<file path="config.mk">
export PLATFORM = sky130hd
export DESIGN_NAME = pba_queue
export DESIGN_NICKNAME = d
export VERILOG_FILES = /design/src/design/pba_pkg.sv /design/src/design/pba_queue.sv
export SDC_FILE = /design/constraint.sdc
export NUM_CORES = 1
export LEC_CHECK = 0
export ABC_AREA = 1
export BUFFER_PORTS_ARGS = -buffer_cell sky130_fd_sc_hd__buf_2
export CORE_ASPECT_RATIO = 0.5
export CORE_MARGIN = 2
export CORE_UTILIZATION = 44
export DETAILED_ROUTE_END_ITERATION = 10
export GPL_TIMING_DRIVEN = 0
export PLACE_DENSITY = 0.81
export SYNTH_ARGS = -nofsm -noshare
export SYNTH_HDL_FRONTEND = slang
export SYNTH_SLANG_ARGS = --single-unit
</file>
<file path="constraint.sdc">
create_clock -name clk -period 3.2 [get_ports clk]
set_clock_uncertainty 0.15 [all_clocks]
set_input_delay 0.96 -clock clk [delete_from_list [all_inputs] [get_ports clk]]
set_output_delay 0.96 -clock clk [all_outputs]
set_load 0.1 [all_outputs]
</file>
<file path="src/design/pba_pkg.sv">
`timescale 1ns / 1ps

package pba_pkg;

  localparam int NumBuckets    = 11;
  localparam int NumChunks     = 64;
  localparam int MinBlockBytes = 16;
  localparam int ChunkBytes    = 1 << (NumBuckets + 2);
  localparam int SlotsPerChunk = ChunkBytes / MinBlockBytes;
  localparam int NumSlots      = NumChunks * SlotsPerChunk;
  localparam int SlotW         = $clog2(NumSlots);
  localparam int BucketW       = 4;
  localparam int ChunkCntW     = $clog2(NumChunks + 1);
  localparam int RemainW       = 10;
  localparam int AddrW         = 19;
  localparam int ReqW          = 20;
  localparam int OvhW          = 7;
  localparam int ShiftW        = $clog2(MinBlockBytes);

  localparam logic [OvhW-1:0] OverheadReset = OvhW'(14);

  typedef enum logic [1:0] {
    ST_OK        = 2'd0,
    ST_TOO_LARGE = 2'd1,
    ST_NO_MEMORY = 2'd2,
    ST_BAD_FREE  = 2'd3
  } status_t;

  typedef enum logic {
    OP_ALLOC = 1'b0,
    OP_FREE  = 1'b1
  } op_t;

  typedef struct packed {
    logic               valid;
    logic [SlotW-1:0]   slot;
  } link_t;

  typedef struct packed {
    logic               in_use;
    logic [BucketW-1:0] bucket;
  } tag_t;

  typedef struct packed {
    op_t                op;
    logic               too_large;
    logic               misaligned;
    logic [BucketW-1:0] bucket;
    logic [SlotW-1:0]   slot;
  } cmd_t;

endpackage

</file>
<file path="src/design/pba_queue.sv">
`timescale 1ns / 1ps

module pba_queue (
  input  logic            clk,
  input  logic            rst_n,
  input  logic            push,
  input  pba_pkg::cmd_t   push_cmd,
  input  logic            pop,
  output logic            full,
  output logic            empty,
  output pba_pkg::cmd_t   head_cmd
);
  import pba_pkg::*;

  cmd_t       entry_r [2];
  logic       wr_ptr_r;
  logic       rd_ptr_r;
  logic [1:0] count_r;

  assign full     = count_r == 2'd2;
  assign empty    = count_r == 2'd0;
  assign head_cmd = entry_r[rd_ptr_r];

  always_ff @(posedge clk) begin
    if (push) begin
      entry_r[wr_ptr_r] <= push_cmd;
    end
  end

  always_ff @(posedge clk) begin
    if (!rst_n) begin
      wr_ptr_r <= 1'b0;
      rd_ptr_r <= 1'b0;
      count_r  <= 2'd0;
    end else begin
      if (push) wr_ptr_r <= ~wr_ptr_r;
      if (pop)  rd_ptr_r <= ~rd_ptr_r;
      count_r <= count_r + 2'(push) - 2'(pop);
    end
  end

endmodule

</file>
# Word level (Yosys, flattened, before mapping)
# Memories as Yosys holds them, arrays and structs flattened. A register that Yosys moved wholly into a read port is not among the register bits.
# Index checks and enable logic that the tools add are counted.
[classes] n_addsub=2 n_mul=0 n_div=0 order_cmp=0 eq_ne=1 n_shift=0 mux=4 n_bitwise=2 reduce_logical=1
[op_table] op="$mux 1" n=4
[op_table] op="$add 2x1->2" n=1
[op_table] op="$eq 2x2->1 const B" n=1
[op_table] op="$logic_not 2->1" n=1
[op_table] op="$not 1->1" n=2
[op_table] op="$sub 2x1->2" n=1
[totals] regBits=4 latch_bits=0 ram_bits=44 rom_bits=0 inputBits=26 word_cells=14 n_memories=1
[memory_table] memory="entry_r" depth=2 word_bits=22 read_ports=1 rd_ports_with_merged_regs=1 write_ports=1 line="pba_queue.sv:15" source="cmd_t entry_r [2];"

# Longest topological paths before layout
[logic_depth] word_depth=3 depth_mapped=9 depth_no_buf=9

# Least setup slack after synthesis
# OpenSTA, ideal clock, no wires.
[synth_timing] path_type="reg-to-output" startpoint="register count_r[1]" endpoint="output full" arrival_ns=1.631 required_time_ns=2.090 setup_slack_ns=0.459 path_stages_with_launch=3 n_path_buf=0 cell_sequence="dfxtp_1 inv_1 nor2_1"
[synth_between] elab_chain_len=1
[synth_rtl] element="start: declaration" line="pba_queue.sv:18" source="logic [1:0] count_r;"
[synth_rtl] element="start signal: assignment" line="pba_queue.sv:38" source="count_r <= count_r + 2'(push) - 2'(pop);"
[synth_rtl] element="$eq 2x2->1" line="pba_queue.sv:20" source="assign full = count_r == 2'd2;"
[synth_rtl] element="end: declaration" line="pba_queue.sv:9" source="output logic full,"
# Every way passes these cells.

==> reports/results.ini <==
[routing]
vias = 989
vias_per_cell = 4.643
antenna_left = 0
drc_errors = 0
post_drt_wl_per_cell_um = 13.38
dr.first_iter.drc_count = 41
dr.pass1.iters = 4
wl_um = 2850

[synthesis]
ys_ff_latch = 49
yosysSeqAreaShare_pct = 78.24
synth.distinct_cells = 10
synthTopCellsByArea = edfxtp_1, mux2_2, dfxtp_1, nor2_1, nand2_1
synth_top_area_share_pct = 72.73
synth_top_cell_by_area = edfxtp_1
yosys_warnings = 0
synth_fp_nets = 129
syn_area_per_cell_um2 = 17.99
netlist_area_um2 = 1817
synth_cells = 101

[global_route]
use_met1_pct = 15.01
grt_max_degree = 23
grt_usage_pct = 13.66
antenna_found_initial = 0
grt_pass1_wl_um = 4643
top_usage_layer = met2
grtUsageMet3_pct = 4.173
grt.overflow.total = 0
use_met2_pct = 23.17
grt_pass1_vias = 1065

[job]
maxCapViolations = 0

[setup_path]
critical_path_arrival_ps = 1540
cp-start-kind = flop
critPathKind = reg2out
worstSetupEndpointType = primary output
r2r_slack_ps = 1590
rr_worst_depth = 2
r2r_start = wr_ptr_r
critPathMaxFanout = 10
required_ps = 2090
rr_endpoint = entry_r[1][3]

[power_and_ir_drop]
power.density_nw_per_um2 = 652.9
power.total_mw = 1.461
irDropWorstVdd_mv = 0.3219
leakagePower_nw = 0.8897

[clock_tree]
clk_pin_slew_ps = 80
cts.htree.levels = 2
cts_buffers = 5
ctsHoldBuffers = 0
cts-root-buf = clkbuf_8
clock_sinks = 49
clkLatencyLatePin_ps = 290
cts_buffer_depth = 2
postCtsSetupBuffers = 0
ctsResizeCount = 0
cts_tree = yes

[sta]
fin_hold_ws_ps = 370.3
finalCritPeriodShare_pct = 82.84
fmax_mhz = 377.3
drv_slew = 0
slew_headroom_pct = 41.71
period_needed_ps = 2651
fin_setup_tns_ps = 0
setup_viol = 0
final_hold_viol_count = 0
tightest_slew_ps = 873.4
rsz0062_at_grt = no

[min_path]
hp-class = reg2reg
min_from = wr_ptr_r
min_delay_path_depth = 2
hold_path_end = wr_ptr_r

[place]
hpwlAfterDp_um = 2065
gp_congestion = 0.7755
port-buffer-count = 49
dp.cells = 205

[layout]
fillers = 332
post-route-util_pct = 57.02
area_delta_synth_final_pct = 23.14
antenna_cells = 0
nNetsFinal = 186
instances_no_fill = 213
layout-drive-gt1-share_pct = 50.94

[die]
row_count = 16
num_io_pins = 50
start_util_pct = 46.30
die_x_um = 94.88
fp.dieH_um = 49.44
coreArea_um2 = 3924
die-area_um2 = 4690

[status]
status = finished clean

## placed cells by master (no fill, tap or decap), drive strengths merged
cell | synthesis | routed
buf | 2 | 52
nor2 | 9 | 9
ha | 2 | 2
nand2 | 8 | 8
dfxtp | 5 | 5
a21oi | 1 | 1
edfxtp | 44 | 44
mux2 | 22 | 22
inv | 7 | 7
nand3 | 1 | 1
clkbuf | 0 | 8
## registers in the layout, summed over array words and instances (netlist names), named ones only
signal,flops
wr_ptr_r,1
rd_ptr_r,1
count_r,2
entry_r,44
## per-stage QoR
step                      instance area (µm²)  worst slack [ps]
after floorplan                          1817             459.1
after global placement                   2130             86.43
after detailed placement                 2147             842.3
after CTS                                2237             521.9
after global routing                     2237             468.5
final                                    2237             549.3
## how the worst max path moves through the flow
| stage | endpoint | slack [ps] | start |
|---|---|---|---|
| after floorplan | full | 460 | count_r[1] |
| after global placement | entry_r[0][16] | 90 | push |
| after detailed placement | entry_r[1][20] | 840 | push |
| after CTS | head_cmd[11] | 520 | flop |
| after global routing | head_cmd[11] | 470 | flop |
| final | head_cmd[10] | 550 | flop |
## synth_stat cells
| library cell | count |
|---|---|
| mux2_2 | 22 |
| ha_1 | 2 |
| inv_1 | 7 |
| nor2_1 | 9 |
| nand2_1 | 8 |
| edfxtp_1 | 44 |
| a21oi_1 | 1 |
| buf_6 | 2 |
| dfxtp_1 | 5 |
| nand3_1 | 1 |
## layer usage
| metal | vias up | routed length [µm] |
|---|---|---|
| li1 | 480 | - |
| met3 | 9 | 117 |
| met2 | 22 | 1505 |
| met4 | 0 | 82 |
| met1 | 478 | 1144 |
| met5 | - | 0 |
## final cells by class
cell class / count / area [µm²] / share of cell area [%]
Buffer: 2 / 22.52 / 1.007
Clock buffer: 8 / 90.09 / 4.027
Inverter: 7 / 26.28 / 1.174
Multi-Input combinational cell: 43 / 349.1 / 15.60
Sequential cell: 49 / 1421 / 63.53
Tap cell: 54 / 67.56 / 3.020
Timing Repair Buffer: 50 / 260.3 / 11.63
## critical path: stages (launching register included)
cell and delay [ps]:
dfxtp_1 420, buf_6 180, mux2_2 350, buf_2 290
## where the power goes
part | internal [mW] | switching (mW) | total [mW]
registers | 0.737 | 0.0116 | 0.749
clock network | 0.176 | 0.184 | 0.360
logic | 0.0701 | 0.282 | 0.352
## cell families (layout without fill, tap and decap cells)
group	Yosys count	in the layout	share of synthesized area, %
AND/OR/NAND/NOR	18	18	3.788
buffers and inverters	9	67	2.686
multiplexers	22	22	13.64
adder cells (fa/ha/maj)	2	2	1.377
flip-flops	49	49	78.24
AO/OA/AOI/OAI	1	1	0.2752
Power figures use the tool's default switching activity.
