`src/design/pba_pkg.sv`:
```
`timescale 1ns / 1ps

package pba_pkg;

  localparam int NumBuckets    = 11;
  localparam int NumChunks     = 64;
  localparam int MinBlockBytes = 16;
  localparam int ChunkBytes    = 1 << (NumBuckets + 2);
  localparam int SlotsPerChunk = ChunkBytes / MinBlockBytes;
  localparam int NumSlots      = NumChunks * SlotsPerChunk;
  localparam int SlotW         = $clog2(NumSlots);
  localparam int BucketW       = 4;
  localparam int ChunkCntW     = $clog2(NumChunks + 1);
  localparam int RemainW       = 10;
  localparam int AddrW         = 19;
  localparam int ReqW          = 20;
  localparam int OvhW          = 7;
  localparam int ShiftW        = $clog2(MinBlockBytes);

  localparam logic [OvhW-1:0] OverheadReset = OvhW'(14);

  typedef enum logic [1:0] {
    ST_OK        = 2'd0,
    ST_TOO_LARGE = 2'd1,
    ST_NO_MEMORY = 2'd2,
    ST_BAD_FREE  = 2'd3
  } status_t;

  typedef enum logic {
    OP_ALLOC = 1'b0,
    OP_FREE  = 1'b1
  } op_t;

  typedef struct packed {
    logic               valid;
    logic [SlotW-1:0]   slot;
  } link_t;

  typedef struct packed {
    logic               in_use;
    logic [BucketW-1:0] bucket;
  } tag_t;

  typedef struct packed {
    op_t                op;
    logic               too_large;
    logic               misaligned;
    logic [BucketW-1:0] bucket;
    logic [SlotW-1:0]   slot;
  } cmd_t;

endpackage

```
`src/design/pba_front.sv`:
```
`timescale 1ns / 1ps

module pba_front (
  input  logic                         clk,
  input  logic                         rst_n,
  input  logic                         cfg_valid,
  output logic                         cfg_ready,
  input  logic [pba_pkg::OvhW-1:0]     cfg_overhead_bytes,
  input  logic                         in_valid,
  output logic                         in_stall,
  input  logic                         in_op,
  input  logic [pba_pkg::ReqW-1:0]     in_request_bytes,
  input  logic [pba_pkg::AddrW-1:0]    in_block_address,
  input  logic                         clearing,
  input  logic                         q_full,
  output logic                         q_push,
  output pba_pkg::cmd_t                q_cmd
);
  import pba_pkg::*;

  logic [OvhW-1:0]  overhead_r;
  logic [ReqW:0]    need;
  logic [BucketW-1:0] bkt;

  assign cfg_ready = 1'b1;
  assign in_stall  = q_full | clearing;
  assign q_push    = in_valid & ~in_stall;

  always_ff @(posedge clk) begin
    if (!rst_n) begin
      overhead_r <= OverheadReset;
    end else if (cfg_valid && cfg_ready) begin
      overhead_r <= cfg_overhead_bytes;
    end
  end

  assign need = {1'b0, in_request_bytes} + (ReqW + 1)'(overhead_r);

  always_comb begin
    bkt = BucketW'(1);
    for (int i = 1; i < NumBuckets - 1; i++) begin
      if (need > (ReqW + 1)'(MinBlockBytes << (i - 1))) begin
        bkt = BucketW'(i + 1);
      end
    end
  end

  always_comb begin
    q_cmd.op         = op_t'(in_op);
    q_cmd.too_large  = need >= (ReqW + 1)'(ChunkBytes);
    q_cmd.misaligned = in_block_address[ShiftW-1:0] != '0;
    q_cmd.bucket     = bkt;
    q_cmd.slot       = in_block_address[ShiftW +: SlotW];
  end

endmodule

```
`config.mk`:
```
export PLATFORM = sky130hd
export DESIGN_NAME = pba_front
export DESIGN_NICKNAME = d
export VERILOG_FILES = /design/src/design/pba_pkg.sv /design/src/design/pba_front.sv
export SDC_FILE = /design/constraint.sdc
export NUM_CORES = 1
export LEC_CHECK = 0
export ABC_AREA = 1
export BUFFER_PORTS_ARGS = -buffer_cell sky130_fd_sc_hd__clkbuf_2
export CELL_PAD_IN_SITES_DETAIL_PLACEMENT = 1
export CELL_PAD_IN_SITES_GLOBAL_PLACEMENT = 2
export CORE_MARGIN = 2
export CORE_UTILIZATION = 20
export DETAILED_ROUTE_END_ITERATION = 8
export PLACE_DENSITY_LB_ADDON = 0.1
export SYNTH_ARGS = -nofsm -noshare
export SYNTH_HDL_FRONTEND = slang
export SYNTH_SLANG_ARGS = --single-unit
```
`constraint.sdc`:
```
create_clock -name clk -period 2.3 [get_ports clk]
set_clock_uncertainty 0.15 [all_clocks]
set_input_delay 0 -clock clk [delete_from_list [all_inputs] [get_ports clk]]
set_output_delay 0 -clock clk [all_outputs]
set_load 0.01 [all_outputs]
```
== Word-level counts from Yosys, hierarchy flattened ==
Cells that the tools add are included.
Storage, ports and cells
  logic and storage cells: 25
  register bits after elaboration: 7
  output and inout port bits: 25
  bits of input ports: 53
Cells by class
  multiplexer cells: 9
  add/subtract/negate cells: 1
  reduce and logical (&&, ||, !) cells: 1
  bitwise logic cells: 3
  $lt $le $gt $ge: 10
Operators by type and width (number)
  $mux 4: 8
  $add 20x7->21: 1
  $ge 21x14->1 const B: 1
  $gt 21x10->1 const B: 1
  $gt 21x11->1 const B: 1
  $gt 21x12->1 const B: 1
  $gt 21x13->1 const B: 1
  $gt 21x5->1 const B: 1
  $gt 21x6->1 const B: 1
  $gt 21x7->1 const B: 1
  $gt 21x8->1 const B: 1
  $gt 21x9->1 const B: 1
  $reduce_bool 4->1: 1
  $mux 2: 1
  $and 1x1->1: 1
  $not 1->1: 1
  $or 1x1->1: 1

== Depth between registers and ports, before layout ==
  depth after elaboration: 11
  gate-level depth with buffers: 22
  mapped depth without buffers: 22

== Worst setup path before layout ==
No wires, ideal clock.
  path type: register to output
  start point: register overhead_r[0]
  end point: output port q_cmd[16] (netlist bit)
  data required time: 2.150 ns
  setup slack: -0.311 ns
  buffers on the path: 0
  stages on the path, launching flop included: 21
  arrival: 2.461 ns
  cell sequence: dfxtp_1 > ha_1 > fa_1 > nand2_1 > nand2_1 > nand3_1 > nand2_1 > nand2_1 > nand2_1 > nand2_1 > nand2_1 > nor2_1 > nand2_1 > nor2_4 > inv_2 > nor3_2 > inv_2 > a21oi_2 > inv_2 > a21oi_1 > or2_1
RTL lines
  start, declared: line pba_front.sv:21  | logic [OvhW-1:0] overhead_r;
  start signal, assigned: line pba_front.sv:31  | overhead_r <= OverheadReset;
  start signal, assigned: line pba_front.sv:33  | overhead_r <= cfg_overhead_bytes;
  end, declared: line pba_front.sv:17  | output pba_pkg::cmd_t q_cmd

==> metrics.md <==
| Metric | Value |
|---|---|
| Status | finished, violations left |
| Failing checks | negative setup slack |
| Reg power frac | 16.0% |
| Mean Syn Cell Area | 5.10 µm² |
| # IOs | ~80 |
| Vias | 2485 |
| Max Slew Vio Count | 0 |
| Syn Inst Count | approximately 350 |
| Pwr dens | ~280 mW/mm² |
| # setup viols final | 5 |
| Remaining Overflow, GRT | 0 |
| P&R area growth vs syn | 74.2% |
| DR vias/cell | 4.35 |
| H-tree Lvls | 1 |
| PortBufs | 44 |
| Commonest non-fill, non-tap cell in the layout | nand2_1 |
| Startpoint types | flip-flop |
| Sw Share | 42.1% |
| Leakage | 0.00156 µW |
| Final WS setup | -0.634 ns |
| Post-layout util | 35.6% |
| Antenna diode count | 0 |
| Crit end category | output pin |
| Seq/Total Area, Yosys | between 7 and 8% |
| Number of synthesized register bits | 7 |
| Share of layout cells above drive strength 1 | roughly two fifths |
| Highest net fanout along the worst path | 7 |
| Syn_nets | 409 |
| DRT Pass-1 Iters | 4 |
| Initial antenna violation count | 0 |
| VDD IR max | 339 µV |
| Clk_lat worst skew | about 0.23 ns |
| Achievable Freq | 341 MHz |
| Clock buffer depth | 2 |
| Die height | just under 100 µm |
| Die ar. | 0.00964 mm² |
| Fin crit share | 128% |
| Synth Area in Simple Gates | 61.0% |
| YS warnings | 0 |
| Fin cells | 571 |
| DP Wirelength | 6040 µm |
| Largest family of logic cells by synthesized area | simple AND/OR/NAND/NOR gates |
| Final Cell Area | 0.00309 mm² |
| CTS sink cnt | 7 |
| Nets | between 500 and 600 |
| TritonCTS clock tree | yes |
| Largest net degree at the start of global routing | 9 |
| Post-route DRC | 0 |
| Placed Instance Area | 0.00237 mm² |
| Most frequent cells in the layout | nand2_1, buf_4, inv_1 |
| Gr usage total | 14.9% |
| Final worst path period need | 2.93 ns |
| Regs by FF count | overhead_r (7) |
| Core area | 0.00868 mm² |
| Clock root cell | clkbuf_8 |
| RePlAce Congestion | 0.781 |
| Compound-cell area share of the yosys netlist | 4.37% |
| Drt initial violations | between 40 and 50 |
| Rows | 34 |
| Yosys cell types | 26 |
| Worst hold path stage count | 4 |
| Combinational Power Share | between 60% and 70% |
| Data arrival time of the critical path | ~2.8 ns |
| Vias in the first global route | 2543 |
| Largest Register | overhead_r |
| DRT antenna net count | 0 |
| RSZ-0062 raised after global routing | true |
| Inserted Clock Buffers | 3 |
| Final hold violations | 0 |
| Post-Synth XOR/XNOR Area | 0.987% |
| WL/cell | 12.4 µm |
| Die width | 98.2 µm |
| Hold crit path type | in2out |
| Worst path required time | 2.15 ns |
| Clock power share | 20.8% |
| Largest register FFs | 7 |
| Worst Setup Path Type | reg2out |
| Syn Std Cell Area | 0.00177 mm² |
| Drt total wl | between 7000 and 8000 µm |
| Filler cells | 1161 |
| Adder-Cell Fraction of Synth Area | a little over 6% |
| Initial Util | 20.4% |
| Post-synthesis mux area share | 0% |
| Int Pwr | around 500 µW |
| P_sw | 370 µW |
| R2r worst-path depth | 4 |
| Placed cells | 528 |
| Clock-pin slew on the worst setup and hold paths | 0.04 ns |
| Total of max-cap violations | 0 |
| First-pass GRT wire length | 11900 µm |
-- path summary, 6_finish.rpt --
check / startpoint / endpoint / slack [ns]
worst min-delay path: in_valid / q_push / 0.12
worst max register to register: overhead_r[0] / overhead_r[0] / 0.84
worst min register to register: overhead_r[2] / overhead_r[2] / 0.88
worst max-delay path: overhead_r[0] / q_cmd[15] / -0.63
-- kinds of logic (layout without fill, tap and decap cells) --
kind of cell,Yosys count,count (layout)
flops,7,7
compound gates,13,13
simple gates,243,243
other cells,1,1
xor+xnor,2,2
buf+inv,74,189
fa+ha+maj,8,8
-- synthesized netlist by cell type --
cell | count | area, µm²
nor2_4 | 1 | 11.3
dfxtp_1 | 7 | 140
nand2_2 | 7 | 43.8
or2_1 | 1 | 6.26
or4_1 | 1 | 7.51
nor2_2 | 5 | 31.3
a21oi_2 | 2 | 17.5
fa_1 | 1 | 20.0
o31ai_1 | 2 | 15.0
nor3_2 | 1 | 10.0
nand3_2 | 4 | 40.0
a21oi_1 | 4 | 20.0
nand4_1 | 8 | 50.1
conb_1 | 1 | 3.75
inv_2 | 9 | 33.8
or2_2 | 1 | 6.26
buf_4 | 18 | 135
nor2_1 | 45 | 169
nand2_1 | 115 | 432
nor3_1 | 7 | 35.0
o21ai_0 | 5 | 25.0
nand3b_1 | 2 | 15.0
nand3_1 | 45 | 225
xor2_1 | 2 | 17.5
ha_1 | 7 | 87.6
inv_1 | 47 | 176
-- cell type report --
class                           instances  area (µm²)  area share [%]
Clock buffer                            3        41.3            1.34
Clock inverter                          1        5.00           0.162
Inverter                               56         210            6.80
Multi-Input combinational cell        267        1590            51.4
Sequential cell                         7         145            4.70
Tap cell                              108         135            4.37
Timing Repair Buffer                  129         965            31.2
-- critical path, cell delays in order (launching register included) --
cell	delay, ns
dfxtp_2	0.32
ha_4	0.16
fa_2	0.36
nand2_2	0.10
nand2_4	0.07
nand3_2	0.10
nand2_4	0.10
nand2_2	0.11
nor2_1	0.06
nor2_2	0.12
nand2_2	0.09
nor2_4	0.15
inv_2	0.07
nor3_4	0.11
inv_2	0.07
buf_4	0.13
buf_4	0.12
o31ai_1	0.08
a21oi_2	0.09
buf_2	0.14
-- power groups by stage --
stage               clock, µW  combinational, µW  sequential [µW]
floorplan                   0                255              137
detailed placement          0                443              139
CTS                       186                516              137
global placement            0                442              138
global route              203                624              141
finish                    183                556              140
-- repair_timing --
action	4_1_cts	5_1_grt
endpoints found under the hold margin	23	0
buffers inserted	5	4
setup endpoints to repair	5	5
pin swaps	10	21
gates resized for setup	17	59
hold buffers	33	0
-- per-stage QoR --
stage	power (µW)	hold slack [ns]	setup TNS, ns	setup slack [ns]
after floorplan	392	-0.0659	-0.396	-0.163
after global placement	580	-0.150	-2.04	-0.556
after detailed placement	582	-0.150	-2.10	-0.558
after CTS	840	0.124	-3.46	-0.799
after global routing	968	0.151	-3.36	-0.835
final	879	0.120	-2.35	-0.634
-- metal layers --
metal | wire (µm) | vias up | global-route usage, %
met1 | 3140 | 1132 | 19.1
met4 | 50 | 0 | 2.53
li1 | - | 1307 | -
met3 | 168 | 6 | 0.644
met5 | 0 | - | 0
met2 | 3730 | 40 | 27.8
Note: power is estimated with default switching activity, not from simulation.
